## src/hdl/nrcp_pkg.sv

```systemverilog
`timescale 1ns / 1ps
// shared constants, types and codes of the nested region cycle profiler
package nrcp_pkg;

	localparam int SLOT_W      = 12;
	localparam int SLOT_COUNT  = 1 << SLOT_W;
	localparam int STACK_DEPTH = 64;
	localparam int STK_AW      = $clog2(STACK_DEPTH);
	localparam int LVL_W       = $clog2(STACK_DEPTH + 1);
	localparam int TICK_W      = 64;

	typedef enum logic [1:0] {
		CMD_ENTER = 2'd0,
		CMD_EXIT  = 2'd1,
		CMD_READ  = 2'd2
	} cmd_code_t;

	typedef enum logic [1:0] {
		STS_OK    = 2'd0,
		STS_FULL  = 2'd1,
		STS_EMPTY = 2'd2
	} status_t;

	typedef enum logic [2:0] {
		ST_CLEAR,
		ST_IDLE,
		ST_LOOK,
		ST_POP,
		ST_SUB,
		ST_UPD
	} state_t;

	typedef enum logic [1:0] {
		K_READ,
		K_ENTER,
		K_FULL,
		K_EMPTY
	} kind_t;

	typedef struct packed {
		logic [SLOT_W-1:0] slot;
		logic [SLOT_W-1:0] parent;
		logic [TICK_W-1:0] old_incl;
		logic [TICK_W-1:0] start;
	} frame_t;

	typedef struct packed {
		logic              accept;
		logic              rd_parent;
		logic              clr;
		logic [SLOT_W-1:0] clr_addr;
		logic              pop;
		logic              sub;
		logic              upd;
		logic              push;
		logic              out_load;
		status_t           out_status;
	} dp_cmd_t;

	typedef struct packed {
		logic level_zero;
		logic level_full;
	} dp_stat_t;

endpackage

```

## src/hdl/nrcp_ctrl.sv

```systemverilog
`timescale 1ns / 1ps
// profiler controller: clearing pass, command decode and transaction sequencing
module nrcp_ctrl
	import nrcp_pkg::*;
(
	input  logic       clk,
	input  logic       arst_n,
	input  logic       req_valid,
	input  logic [1:0] req_command,
	output logic       req_ready,
	output logic       rsp_valid,
	input  logic       rsp_ready,
	input  dp_stat_t   stat,
	output dp_cmd_t    cmd
);

	state_t            state_q, state_d;
	kind_t             kind_q, kind_d;
	logic [SLOT_W-1:0] clr_cnt_q;
	logic              rsp_valid_q;
	logic              out_free;

	assign out_free  = !rsp_valid_q || rsp_ready;
	assign rsp_valid = rsp_valid_q;

	always_ff @(posedge clk or negedge arst_n) begin
		if (!arst_n) begin
			state_q     <= ST_CLEAR;
			kind_q      <= K_READ;
			clr_cnt_q   <= '0;
			rsp_valid_q <= 1'b0;
		end else begin
			state_q <= state_d;
			kind_q  <= kind_d;
			if (state_q == ST_CLEAR) begin
				clr_cnt_q <= clr_cnt_q + SLOT_W'(1);
			end
			if (cmd.out_load) begin
				rsp_valid_q <= 1'b1;
			end else if (rsp_ready) begin
				rsp_valid_q <= 1'b0;
			end
		end
	end

	always_comb begin
		state_d   = state_q;
		kind_d    = kind_q;
		req_ready = 1'b0;
		cmd       = '0;
		case (state_q)
			ST_CLEAR: begin
				cmd.clr      = 1'b1;
				cmd.clr_addr = clr_cnt_q;
				if (clr_cnt_q == SLOT_W'(SLOT_COUNT - 1)) begin
					state_d = ST_IDLE;
				end
			end
			ST_IDLE: begin
				req_ready = 1'b1;
				if (req_valid) begin
					cmd.accept = 1'b1;
					case (cmd_code_t'(req_command))
						CMD_ENTER: begin
							kind_d  = stat.level_full ? K_FULL : K_ENTER;
							state_d = ST_LOOK;
						end
						CMD_EXIT: begin
							if (stat.level_zero) begin
								kind_d        = K_EMPTY;
								cmd.rd_parent = 1'b1;
								state_d       = ST_LOOK;
							end else begin
								state_d = ST_POP;
							end
						end
						default: begin
							kind_d  = K_READ;
							state_d = ST_LOOK;
						end
					endcase
				end
			end
			ST_LOOK: begin
				if (out_free) begin
					cmd.out_load = 1'b1;
					case (kind_q)
						K_ENTER: begin
							cmd.push       = 1'b1;
							cmd.out_status = STS_OK;
						end
						K_FULL:  cmd.out_status = STS_FULL;
						K_EMPTY: cmd.out_status = STS_EMPTY;
						default: cmd.out_status = STS_OK;
					endcase
					state_d = ST_IDLE;
				end
			end
			ST_POP: begin
				cmd.pop = 1'b1;
				state_d = ST_SUB;
			end
			ST_SUB: begin
				cmd.sub = 1'b1;
				state_d = ST_UPD;
			end
			ST_UPD: begin
				if (out_free) begin
					cmd.upd        = 1'b1;
					cmd.out_load   = 1'b1;
					cmd.out_status = STS_OK;
					state_d        = ST_IDLE;
				end
			end
			default: begin
				state_d = ST_IDLE;
			end
		endcase
	end

endmodule

```

## config.mk

```make
export PLATFORM = sky130hd
export DESIGN_NAME = nrcp_ctrl
export DESIGN_NICKNAME = d
export VERILOG_FILES = /design/src/hdl/nrcp_pkg.sv /design/src/hdl/nrcp_ctrl.sv
export SDC_FILE = /design/constraint.sdc
export NUM_CORES = 1
export LEC_CHECK = 0
export ABC_AREA = 0
export BUFFER_PORTS_ARGS = -buffer_cell sky130_fd_sc_hd__buf_4
export CELL_PAD_IN_SITES_DETAIL_PLACEMENT = 0
export CELL_PAD_IN_SITES_GLOBAL_PLACEMENT = 1
export CORE_MARGIN = 1
export CORE_UTILIZATION = 29
export DETAILED_ROUTE_END_ITERATION = 10
export GPL_ROUTABILITY_DRIVEN = 0
export PLACE_DENSITY = 0.6
export SKIP_CTS_REPAIR_TIMING = 1
export SYNTH_ARGS = -nofsm -noshare
export SYNTH_HDL_FRONTEND = slang
export SYNTH_SLANG_ARGS = --single-unit
```

## constraint.sdc

```tcl
create_clock -name clk -period 3 [get_ports clk]
set_clock_uncertainty 0.2 [all_clocks]
set_input_delay 0.6 -clock clk [delete_from_list [all_inputs] [get_ports clk]]
set_output_delay 0.6 -clock clk [all_outputs]
set_load 0.1 [all_outputs]
```

---- Yosys cells after proc, flatten, opt, wreduce, memory -nomap -nowiden ----
Cells that the tools add are included.
cells by class
  reduce and logical (&&, ||, !) cells .... 8
  add/subtract/negate cells ............... 1
  multiplexer cells ....................... 27
  equality and inequality tests ........... 14
  div/mod/pow operators ................... 0
  $mul .................................... 0
  shifts and indexed selects .............. 0
  magnitude comparators ................... 0
  bitwise logic cells ..................... 0
operators by type and width
  operator               count
  $pmux 3 s5             1
  $mux 1                 13
  $mux 13                1
  $add 12x1->12 const B  1
  $eq 12x12->1 const B   1
  $mux 3                 4
  $mux 2                 4
  $pmux 2 s2             2
  $eq 3x2->1 const B     2
  $eq 3x3->1 const B     2
  $pmux 3 s2             1
  $reduce_and 3->1       2
  $eq 2x1->1 const B     2
  $eq 2x2->1 const B     2
  $mux 4                 1
  $ne 2x1->1 const B     2
  $ne 2x2->1 const B     2
  $eq 3x1->1 const B     1
  $logic_not 3->1        1
  $logic_not 2->1        1
  $reduce_bool 2->1      1
  $reduce_or 2->1        1
  $logic_not 1->1        1
  $logic_or 1x1->1       1
storage, ports and cells
  input port bits ......................... 8
  memory bits (read-only) ................. 0
  bits in registers ....................... 18
  output and inout bits ................... 24
  latch bits .............................. 0
  memories ................................ 0
  logic and storage cells ................. 54
  memory bits (writable) .................. 0

---- Logic depth before layout (Yosys ltp) ----
Gate-level depths: netlist of the first run.
  word-level depth ........................ 5
  gate-level depth with buffers ........... 4
  mapped depth without buffers ............ 4

---- Worst setup path after synthesis of the first run ----
Ideal clock, no wire load.
  path kind ............................... input to output
  start ................................... input req_valid
  end ..................................... output cmd[20] in the netlist's numbering
  buffers on the path ..................... 0
  data required time ...................... 2200 ps
  setup slack ............................. -1432 ps
  stages on the path ...................... 2
  arrival ................................. 3632 ps
  cell sequence ........................... nand4bb_1 > nor4_1
RTL lines
  what             RTL line         RTL
  start, declared  nrcp_ctrl.sv:8   input logic req_valid,
  end, declared    nrcp_ctrl.sv:14  output dp_cmd_t cmd

==> results.md, run 1 <==
* Row count at 21
* Antenna violations before repair at 0
* Design Area, Final at 1380 um^2
* Fmax at 0.379 GHz
* Outcome: finished, final reports clean
* CP Launch Type: register
* Min Tclk post-route at 2640 ps
* DRT antenna net count at 0
* Final setup viols at 0
* RSZ-0062 raised after global routing: no
* YS warnings at 0
* Synthesized instance count at 108
* Hpwl dp at 1.73 mm
* Final Hold Violating Endpoints at 0
* TritonCTS clock tree: yes
* Die Y at 62.4 um
* Rel. slew slack at 0.717
* Worst-path fanout max at 13
* Synthesized flop and latch total at 18
* Skew-Pair Late Insertion Delay at 290 ps
* Cts bufs inserted at 3
* Critical Path RT at 2200 ps
* Measured slew at the worst slew-check pin at 418 ps
* Post-Syn Nets at 117
* Layout area overhead at 30.7%
* Synthesized cell area at 1060 um^2
* Core ar. at 3420 um^2
* Reg area at 450 um^2
* # clock sinks at 18
* H-tree depth at 1
* Largest net degree at the start of global routing at 19
* Fill count at 363
* Fin. max-slew vios at 0
* Multi-input gate area at 586 um^2
* First-pass iteration count of the detailed router at 4
* Die Width at 62.4 um
* DRC Markers at 0
* CP Capture Type: primary output
* WL/cell at 12.3 um
* Total Wirelength at 2.29 mm
* CTS Buffer Depth at 2
* Post-Place Cell Area at 1350 um^2
* Avg Vias per Cell at 4.67
* GRT overflow at 0
* Vias in the first global route at 869
* Layout cell share with drive strength beyond 1 at 0.293
* Final core occ at 0.404
* Number of port buffers at 31
* Hold WC Path Type: reg2reg
* # nets final at 151
* Clk slew on worst S/H paths at 100 ps
* Final period util at 0.879
* Setup TNS at 0 ps
* Count of cell types in the netlist at 32
* Synth area leaders: dfrtp_1 (43%), xnor2_1 (8.3%), and2_1 (7.7%)
* DR iter-0 viols at 26
* Num ports at 32
* Critical path type: reg2out
* Die ar. at 3890 um^2
* Worst EP arrival at 1840 ps
* Area leader, netlist: dfrtp_1
* Avg Inst Size Synth at 9.79 um^2
* Clock root buffer: clkbuf_4
* Vias at 868
* First-pass GRT wire length at 3.94 mm
* Register area share after synthesis at 0.426
* # Max-Cap Violations at 0
* Top cell type's share of synthesized area at 0.426
* Gr usage total at 0.129
* Ant diodes at 0
* Effective utilization at floorplan at 0.310
layout by cell type (no fill, tap or decap), drive strengths merged:
| cell | n |
|---|---|
| buf | 32 |
| dfrtp | 18 |
| and2 | 13 |
| xnor2 | 10 |
| nand2 | 8 |
| nor2 | 7 |
| nand4 | 6 |
| a21oi | 5 |
| inv | 4 |
| and3 | 4 |
| nor2b | 3 |
| nand3 | 3 |
| clkbuf | 3 |
| nand2b | 2 |
| and3b | 2 |
| and4 | 2 |
| o22a | 2 |
| nor4b | 2 |
| nor3 | 1 |
| nand4bb | 1 |
| nor4 | 1 |
| mux2i | 1 |
| mux2 | 1 |
| xor2 | 1 |
| nor4bb | 1 |
| nor3b | 1 |
| o21ai | 1 |
| and4b | 1 |
| and4bb | 1 |
| or2 | 1 |
| ha | 1 |
| dlygate4sd3 | 1 |
area by class of cell:
cell class / count / area share
Clock buffer: 3 / 0.0163
Inverter: 4 / 0.0109
Multi-Input combinational cell: 82 / 0.424
Sequential cell: 18 / 0.326
Tap cell: 46 / 0.0417
Timing Repair Buffer: 33 / 0.181
synthesized netlist by cell type:
master and n:
a21oi_1 5, and2_1 13, and3_1 4, and3b_1 2
and4_1 2, and4b_1 1, and4bb_2 1, buf_2 3
buf_6 1, dfrtp_1 18, ha_1 1, inv_1 4
mux2_1 1, mux2i_1 1, nand2_1 8, nand2b_1 2
nand3_1 3, nand4_1 6, nand4bb_1 1, nor2_1 7
nor2b_1 3, nor3_2 1, nor3b_1 1, nor4_1 1
nor4b_1 1, nor4b_4 1, nor4bb_1 1, o21ai_0 1
o22a_1 2, or2_1 1, xnor2_1 10, xor2_1 1
metal layers:
metal	vias up	global-route usage	share of wire
met5	-	0	0
met4	0	0.0262	0.0092
met1	410	0.166	0.48
met3	2	0.0474	0.043
met2	13	0.206	0.47
li1	443	-	-
sequential cells by signal, indices dropped and copies added, names as in the netlist:
signal and cells:
state_q 3, rsp_valid 1, clr_cnt_q 12, kind_q 2
critical path, stage by stage (launching register included):
cell	delay, ps
dfrtp_1	620
nand4bb_1	370
nor4_4	230
buf_4	330
stage by stage:
stage / hold slack (ps) / cells / worst slack, ps
global route: 322 / 186 / 204
global placement: 282 / 182 / 596
CTS: -38.9 / 185 / 337
floorplan: 104 / 108 / 5.49
detailed placement: 279 / 182 / 532
finish: 289 / 186 / 362
path summary, 6_finish.rpt:
check / from / end / slack, ps / cells past startpoint
setup / recovery: state_q[0] / cmd[20] / 360 / 3
min in group asynchronous: arst_n / clr_cnt_q[9] / 510 / 2
max in group asynchronous: arst_n / rsp_valid / 1900 / 2
hold reg to reg: clr_cnt_q[11] / clr_cnt_q[11] / 290 / 1
hold / removal: clr_cnt_q[11] / clr_cnt_q[11] / 290 / 1
setup reg to reg: state_q[0] / kind_q[1] / 1300 / 3
logic make-up after synthesis:
family                   synth area share
buffers and inverters              0.0390
AO/OA/AOI/OAI                      0.0450
multiplexers                       0.0201
XOR/XNOR                           0.0911
adder cells (fa/ha/maj)            0.0118
flip-flops                          0.426
AND/OR/NAND/NOR                     0.367
Power of run 1 is not shown: default switching activity piles up to over one toggle a cycle in this logic, so the estimate is an artifact.
==> inputs of run 2 (changes only) <==
ABC_AREA = 1   (was 0)
PLACE_DENSITY = 0.63   (was 0.6)
==> run 2 against run 1 <==
Against the previous run: global-route usage increased by 1.5 points; register-to-register slack improved by 70 ps; critical path depth increased by 3; worst setup slack improved by 250 ps; final cell count increased by 31%; first-iteration DRC count increased by 81%; synthesized cell count increased by 51%; non-clock buffer count decreased by 2; clock-buffer cell count unchanged; final area increased by 7.5%; hold slack got worse by 280 ps; sequential share of layout area decreased by 2.3 points; critical endpoint is now cmd[2]; largest cell class unchanged.
==> results.md, run 2 <==
* Outcome: finished, final reports clean
* First-pass iteration count of the detailed router at 4 (unchanged)
* Top post-synthesis cells by count: nand2_1 (47), nor2_1 (28), inv_1 (24)
* Number of port buffers at 31 (unchanged)
* Num ports at 32 (unchanged)
* DRT antenna net count at 0 (unchanged)
* Vias in the first global route at 1054 (+21%)
* P_int at 633 uW
* Synthesized flop and latch total at 18 (unchanged)
* Largest Register: clr_cnt_q
* Vias at 1110 (+28%)
* Die Y at 64.2 um (+2.9%)
* Largest net degree at the start of global routing at 19 (unchanged)
* Area leader, netlist: dfrtp_1
* Final period util at 0.795 (-0.0847)
* Layout cell share with drive strength beyond 1 at 0.250 (-0.0429)
* Clock Power Share at 0.100
* Fill count at 404 (+11%)
* First-pass GRT wire length at 4.57 mm (+16%)
* Cts bufs inserted at 3 (unchanged)
* Post-Syn Nets at 172 (+47%)
* Most common cell after layout, fill and taps aside: nand2_1
* Hpwl dp at 2.09 mm (+21%)
* Gate power share at 0.660
* Die Width at 64.2 um (+2.9%)
* Tot Pwr at 1690 uW
* Sw Pwr at 1060 uW
* GR Util met1 at 0.170 (+0.00404)
* Total Wirelength at 2.75 mm (+20%)
* Top cell type's share of synthesized area at 0.401 (-0.0247)
* Fmax at 0.419 GHz (+11%)
* Leak at 0.000761 uW
* FFs w/ async S/R, synth at 1.00 (unchanged)
* CP Launch Type: register
* Synthesized instance count at 163 (+51%)
* Final Hold Violating Endpoints at 0 (unchanged)
* Avg Vias per Cell at 4.55 (-2.5%)
* Setup WS post-layout at 616 ps (+254 ps)
* Synthesized cell area at 1120 um^2 (+6.2%)
* Antenna violations before repair at 0 (unchanged)
* Hold WC Path Type: in2async
* Peak VDD IR at 0.524 mV
* # clock sinks at 18 (unchanged)
* YS warnings at 0 (unchanged)
* Top-count cell post-synth: nand2_1
* Measured slew at the worst slew-check pin at 497 ps (+78.3 ps)
* Post-synth EDFFs at 0 (unchanged)
* Setup TNS at 0 ps (unchanged)
* GRT overflow at 0 (unchanged)
* Largest regs: clr_cnt_q (12), state_q (3), kind_q (2)
* RSZ-0062 raised after global routing: no
* GR Util met3 at 0.0286 (-0.0189)
* Critical Path RT at 2200 ps (about the same)
* Buf/Inv on CP at 2 (+1)
* Worst EP arrival at 1580 ps (-260 ps)
* Effective utilization at floorplan at 0.304 (-0.00525)
* Routing usage on met2 at 0.257 (+0.0506)
* Critical path type: reg2out
* Commonest cells after routing, fill and taps aside: nand2_1 (47), buf_4 (31), nor2_1 (28)
* CP Capture Type: primary output
* DR iter-0 viols at 47 (+81%)
* Rel. slew slack at 0.668 (-0.0495)
* Clk slew on worst S/H paths at 80 ps (-20 ps)
* Top delay family on crit path: simple AND/OR/NAND/NOR gates
* Final core occ at 0.403 (-0.00175)
* CTS Buffer Depth at 2 (unchanged)
* Layout area overhead at 32.3%
* TritonCTS clock tree: yes
* Min Tclk post-route at 2380 ps (-254 ps)
* H-tree depth at 1 (unchanged)
* Synth Flop Type: dfrtp_1
* DRC Markers at 0 (unchanged)
* Register area share after synthesis at 0.401 (-0.0247)
* Synth area leaders: dfrtp_1 (40%), nand2_1 (16%), nor2_1 (9.4%)
* WL/cell at 11.3 um (-8.4%)
* Avg Inst Size Synth at 6.89 um^2 (-30%)
* Gr usage total at 0.144 (+0.0151)
* Skew-Pair Late Insertion Delay at 250 ps (-40 ps)
* Worst-path fanout max at 7 (-6)
* Clock root buffer: clkbuf_8
* Fin. max-slew vios at 0 (unchanged)
* Worst-path cell chain: nor2_4 > nand2_1 > nand2_2 > inv_1 > nor2_1 > buf_4
* Largest register FFs at 12 (unchanged)
* Seq pwr share at 0.240
* Pwr Density at 1140 nW/um^2
* # Max-Cap Violations at 0 (unchanged)
* Switching part of the total at 0.627
* Top Usage Layer GRT: met2
* Dpl ws at 728 ps (+196 ps)
* Count of cell types in the netlist at 21 (-34%)
* DP Cell Count at 241 (+32%)
* Non-Filler Instances at 244 (+31%)
* # nets final at 207 (+37%)
* Row count at 22 (+4.8%)
* CP max stage cell: dfrtp_1
* Die ar. at 4120 um^2 (+6.0%)
* Core ar. at 3690 um^2 (+8.0%)
* Ant diodes at 0 (unchanged)
* Crit path largest cell delay at 470 ps (-150 ps)
* Final setup viols at 0 (unchanged)
==> run 2: cell types whose count changed in the layout (fill, tap and decap cells not counted), moves of 4 or more <==
cell and change:
inv_1 +20, and3_1 -4, a21oi_1 -4, and2_1 -13, nand3_1 +10, nor2_1 +23
o21ai_0 +4, nand2_1 +39, xnor2_1 -10
==> run 2: logic make-up (layout without fill, tap and decap cells) <==
group           Yosys count  in the layout  share of synthesized area
flops                    18             18                      0.401
fa+ha+maj                 1              1                     0.0111
simple gates            103            103                      0.412
compound gates            9              9                     0.0490
buf+inv                  28             61                     0.0948
xor+xnor                  4              4                     0.0312
==> run 2: worst paths after layout <==
path	from	end	slack, ps	cells after the start
min in group clk	state_q[1]	state_q[1]	320	2
max	state_q[0]	cmd[2]	620	6
max reg2reg	state_q[0]	clr_cnt_q[5]	1370	6
min reg2reg	state_q[1]	state_q[1]	320	2
min	arst_n	clr_cnt_q[9]	10	1
max in group asynchronous	arst_n	state_q[0]	2370	1
==> run 2: metal layers <==
metal	part of all wire	up-vias
li1	-	572
met1	0.45	513
met2	0.51	23
met3	0.036	2
met4	0.0054	0
met5	0	-
==> run 2: per-stage QoR <==
step / instance area [um^2] / hold slack, ps
3_3_place_gp: 1440 / 292
3_5_place_dp: 1440 / 292
4_1_cts: 1490 / 13.5
6_report: 1490 / 11.2
2_1_floorplan: 1160 / 104
5_1_grt: 1490 / 17.9
==> run 2: power groups by stage <==
stage / registers, uW / logic [uW] / clock network, uW
2_1_floorplan: 434 / 878 / 0
3_3_place_gp: 407 / 1120 / 0
3_5_place_dp: 411 / 1130 / 0
4_1_cts: 406 / 1130 / 177
5_1_grt: 419 / 1200 / 190
6_report: 406 / 1120 / 170
==> run 2: area by class of cell <==
cell class	instances	area [um^2]	area share
flip-flops and latches	18	450	0.303
well taps	48	60.1	0.0404
inverters	27	101	0.0682
multi-input cells	117	599	0.404
repair buffers	31	233	0.157
clock buffers	3	41.3	0.0278
(Power assumes the default switching activity.)
==> inputs of run 3 (changes only) <==
ABC_AREA = 0   (was 1)
PLACE_DENSITY = 0.6   (was 0.63)
clock period = 2.4 ns   (was 3 ns; I/O delays follow)
==> run 3 against run 2 <==
Against the previous run: critical path depth down 1; global-route usage down 1.2 points; non-clock buffer count up 9; utilization up 8.6 points; sequential share of layout area down 3.1 points; first-iteration DRC count down 51%; hold slack better by 230 ps; clock-buffer cell count up 1; register-to-register slack worse by 600 ps; final area up 12%; routed wire length down 11%; critical path type unchanged; critical endpoint is now cmd[0]; largest cell class unchanged.
==> results.md, run 3 (synthesis gave the netlist of run 1 again) <==
* Final Hold Violating Endpoints at 0 (unchanged)
* Largest regs: clr_cnt_q (12), state_q (3), kind_q (2)
* Hpwl dp at 1.76 mm (-16%)
* Critical R2R Launch: clr_cnt_q[1]
* Final period util at 0.972
* Ant diodes at 0 (unchanged)
* Worst EP arrival at 1650 ps (+70 ps)
* # Max-Cap Violations at 0 (unchanged)
* WL/cell at 12.7 um (+12%)
* Hold WC Path Type: in2reg
* Worst-path cell chain: nor2b_4 > nor4b_4 > buf_4 > and3b_4 > buf_12
* First-pass GRT wire length at 4.12 mm (-9.9%)
* CTS Buffer Depth at 2 (unchanged)
* DP Cell Count at 186 (-23%)
* Core ar. at 3420 um^2 (-7.4%)
* Vias at 913 (-18%)
* Worst Hold Launch: req_valid
* Layout cell share with drive strength beyond 1 at 0.486 (+0.236)
* Effective utilization at floorplan at 0.310 (+0.00525)
* Die ar. at 3890 um^2 (-5.6%)
* Top delay family on crit path: simple AND/OR/NAND/NOR gates
* Cts bufs inserted at 3 (unchanged)
* Antenna violations before repair at 0 (unchanged)
* Num ports at 32 (unchanged)
* # nets final at 158 (-24%)
* Final setup viols at 0 (unchanged)
* CP Capture Type: primary output
* Dpl ws at 149 ps (-579 ps)
* Fin. max-slew vios at 0 (unchanged)
* Worst-path fanout max at 3 (-4)
* Fill count at 334 (-17%)
* DRT antenna net count at 0 (unchanged)
* Number of port buffers at 31 (unchanged)
* CP Launch Type: register
* Setup TNS at 0 ps (unchanged)
* Non-Filler Instances at 194 (-20%)
* Skew-Pair Late Insertion Delay at 290 ps (+40 ps)
* GRT overflow at 0 (unchanged)
* # clock sinks at 18 (unchanged)
* Multi-input gate area at 661 um^2 (+10%)
* Largest Register: clr_cnt_q
* Crit path largest cell delay at 430 ps (-40 ps)
* Critical Path RT at 1720 ps (-480 ps)
* Layout area overhead at 58.0%
* DR iter-0 viols at 23 (-51%)
* Rel. slew slack at 0.824 (+0.156)
* DRC Markers at 0 (unchanged)
* Min Tclk post-route at 2330 ps
* Die Y at 62.4 um (-2.9%)
* H-tree depth at 1 (unchanged)
* CP max stage cell: dfrtp_2
* Row count at 21 (-4.5%)
* CP startpoint: rsp_valid
* Fmax at 0.429 GHz
* Measured slew at the worst slew-check pin at 260 ps (-237 ps)
* Most common cell after layout, fill and taps aside: buf_4
* Largest register FFs at 12 (unchanged)
* Critical path type: reg2out
* Buf/Inv on CP at 2 (unchanged)
* Setup WS post-layout at 67.6 ps (-548 ps)
* Clk slew on worst S/H paths at 110 ps (+30 ps)
* RSZ-0062 raised after global routing: yes
* Total Wirelength at 2.46 mm (-11%)
* Vias in the first global route at 884 (-16%)
* Gr usage total at 0.132 (-0.0119)
* Hold WS at 237 ps (+226 ps)
* Commonest cells after routing, fill and taps aside: buf_4 (22), dfrtp_1 (14), xnor2_1 (10)
* Die Width at 62.4 um (-2.9%)
* First-pass iteration count of the detailed router at 2 (-2)
* Reg area at 455 um^2 (+1.1%)
* TritonCTS clock tree: yes
* Clock root buffer: clkbuf_4
* Avg Vias per Cell at 4.71 (+3.5%)
* Outcome: finished, final reports clean
* Largest net degree at the start of global routing at 19 (unchanged)
## run 3: per-layer routing
metal	global-route usage	wire length [um]
met1	0.186	1180
met4	0.0523	20
met5	0	0
met2	0.199	1190
met3	0.0237	69
## run 3: worst paths after layout
| path | cells past startpoint | endpoint | slack [ps] |
|---|---|---|---|
| setup / recovery | 5 | cmd[0] | 70 |
| hold / removal | 3 | state_q[1] | 240 |
| setup reg to reg | 4 | clr_cnt_q[8] | 770 |
| hold reg to reg | 1 | clr_cnt_q[11] | 290 |
| max in group asynchronous | 2 | state_q[0] | 1400 |
| min in group asynchronous | 2 | clr_cnt_q[11] | 390 |
## run 3: worst reg2reg max path, stage by stage (launching register included)
cell and delay, ps:
dfrtp_1 490, ha_1 250, and4b_1 290, nand4_1 140
xnor2_1 150
## run 3: final cells by class
type                    instances  share of cell area
multi-input cells              82               0.396
flip-flops and latches         18               0.273
repair buffers                 40               0.267
well taps                      46              0.0345
clock buffers                   4              0.0217
inverters                       4             0.00899
## run 3: per-stage QoR
step	util	area (um^2)
floorplan	-	1130
detailed placement	0.415	1420
global placement	0.415	1420
finish	0.489	1670
CTS	0.426	1460
global route	0.489	1670
Power of run 3 is left out for the same reason.
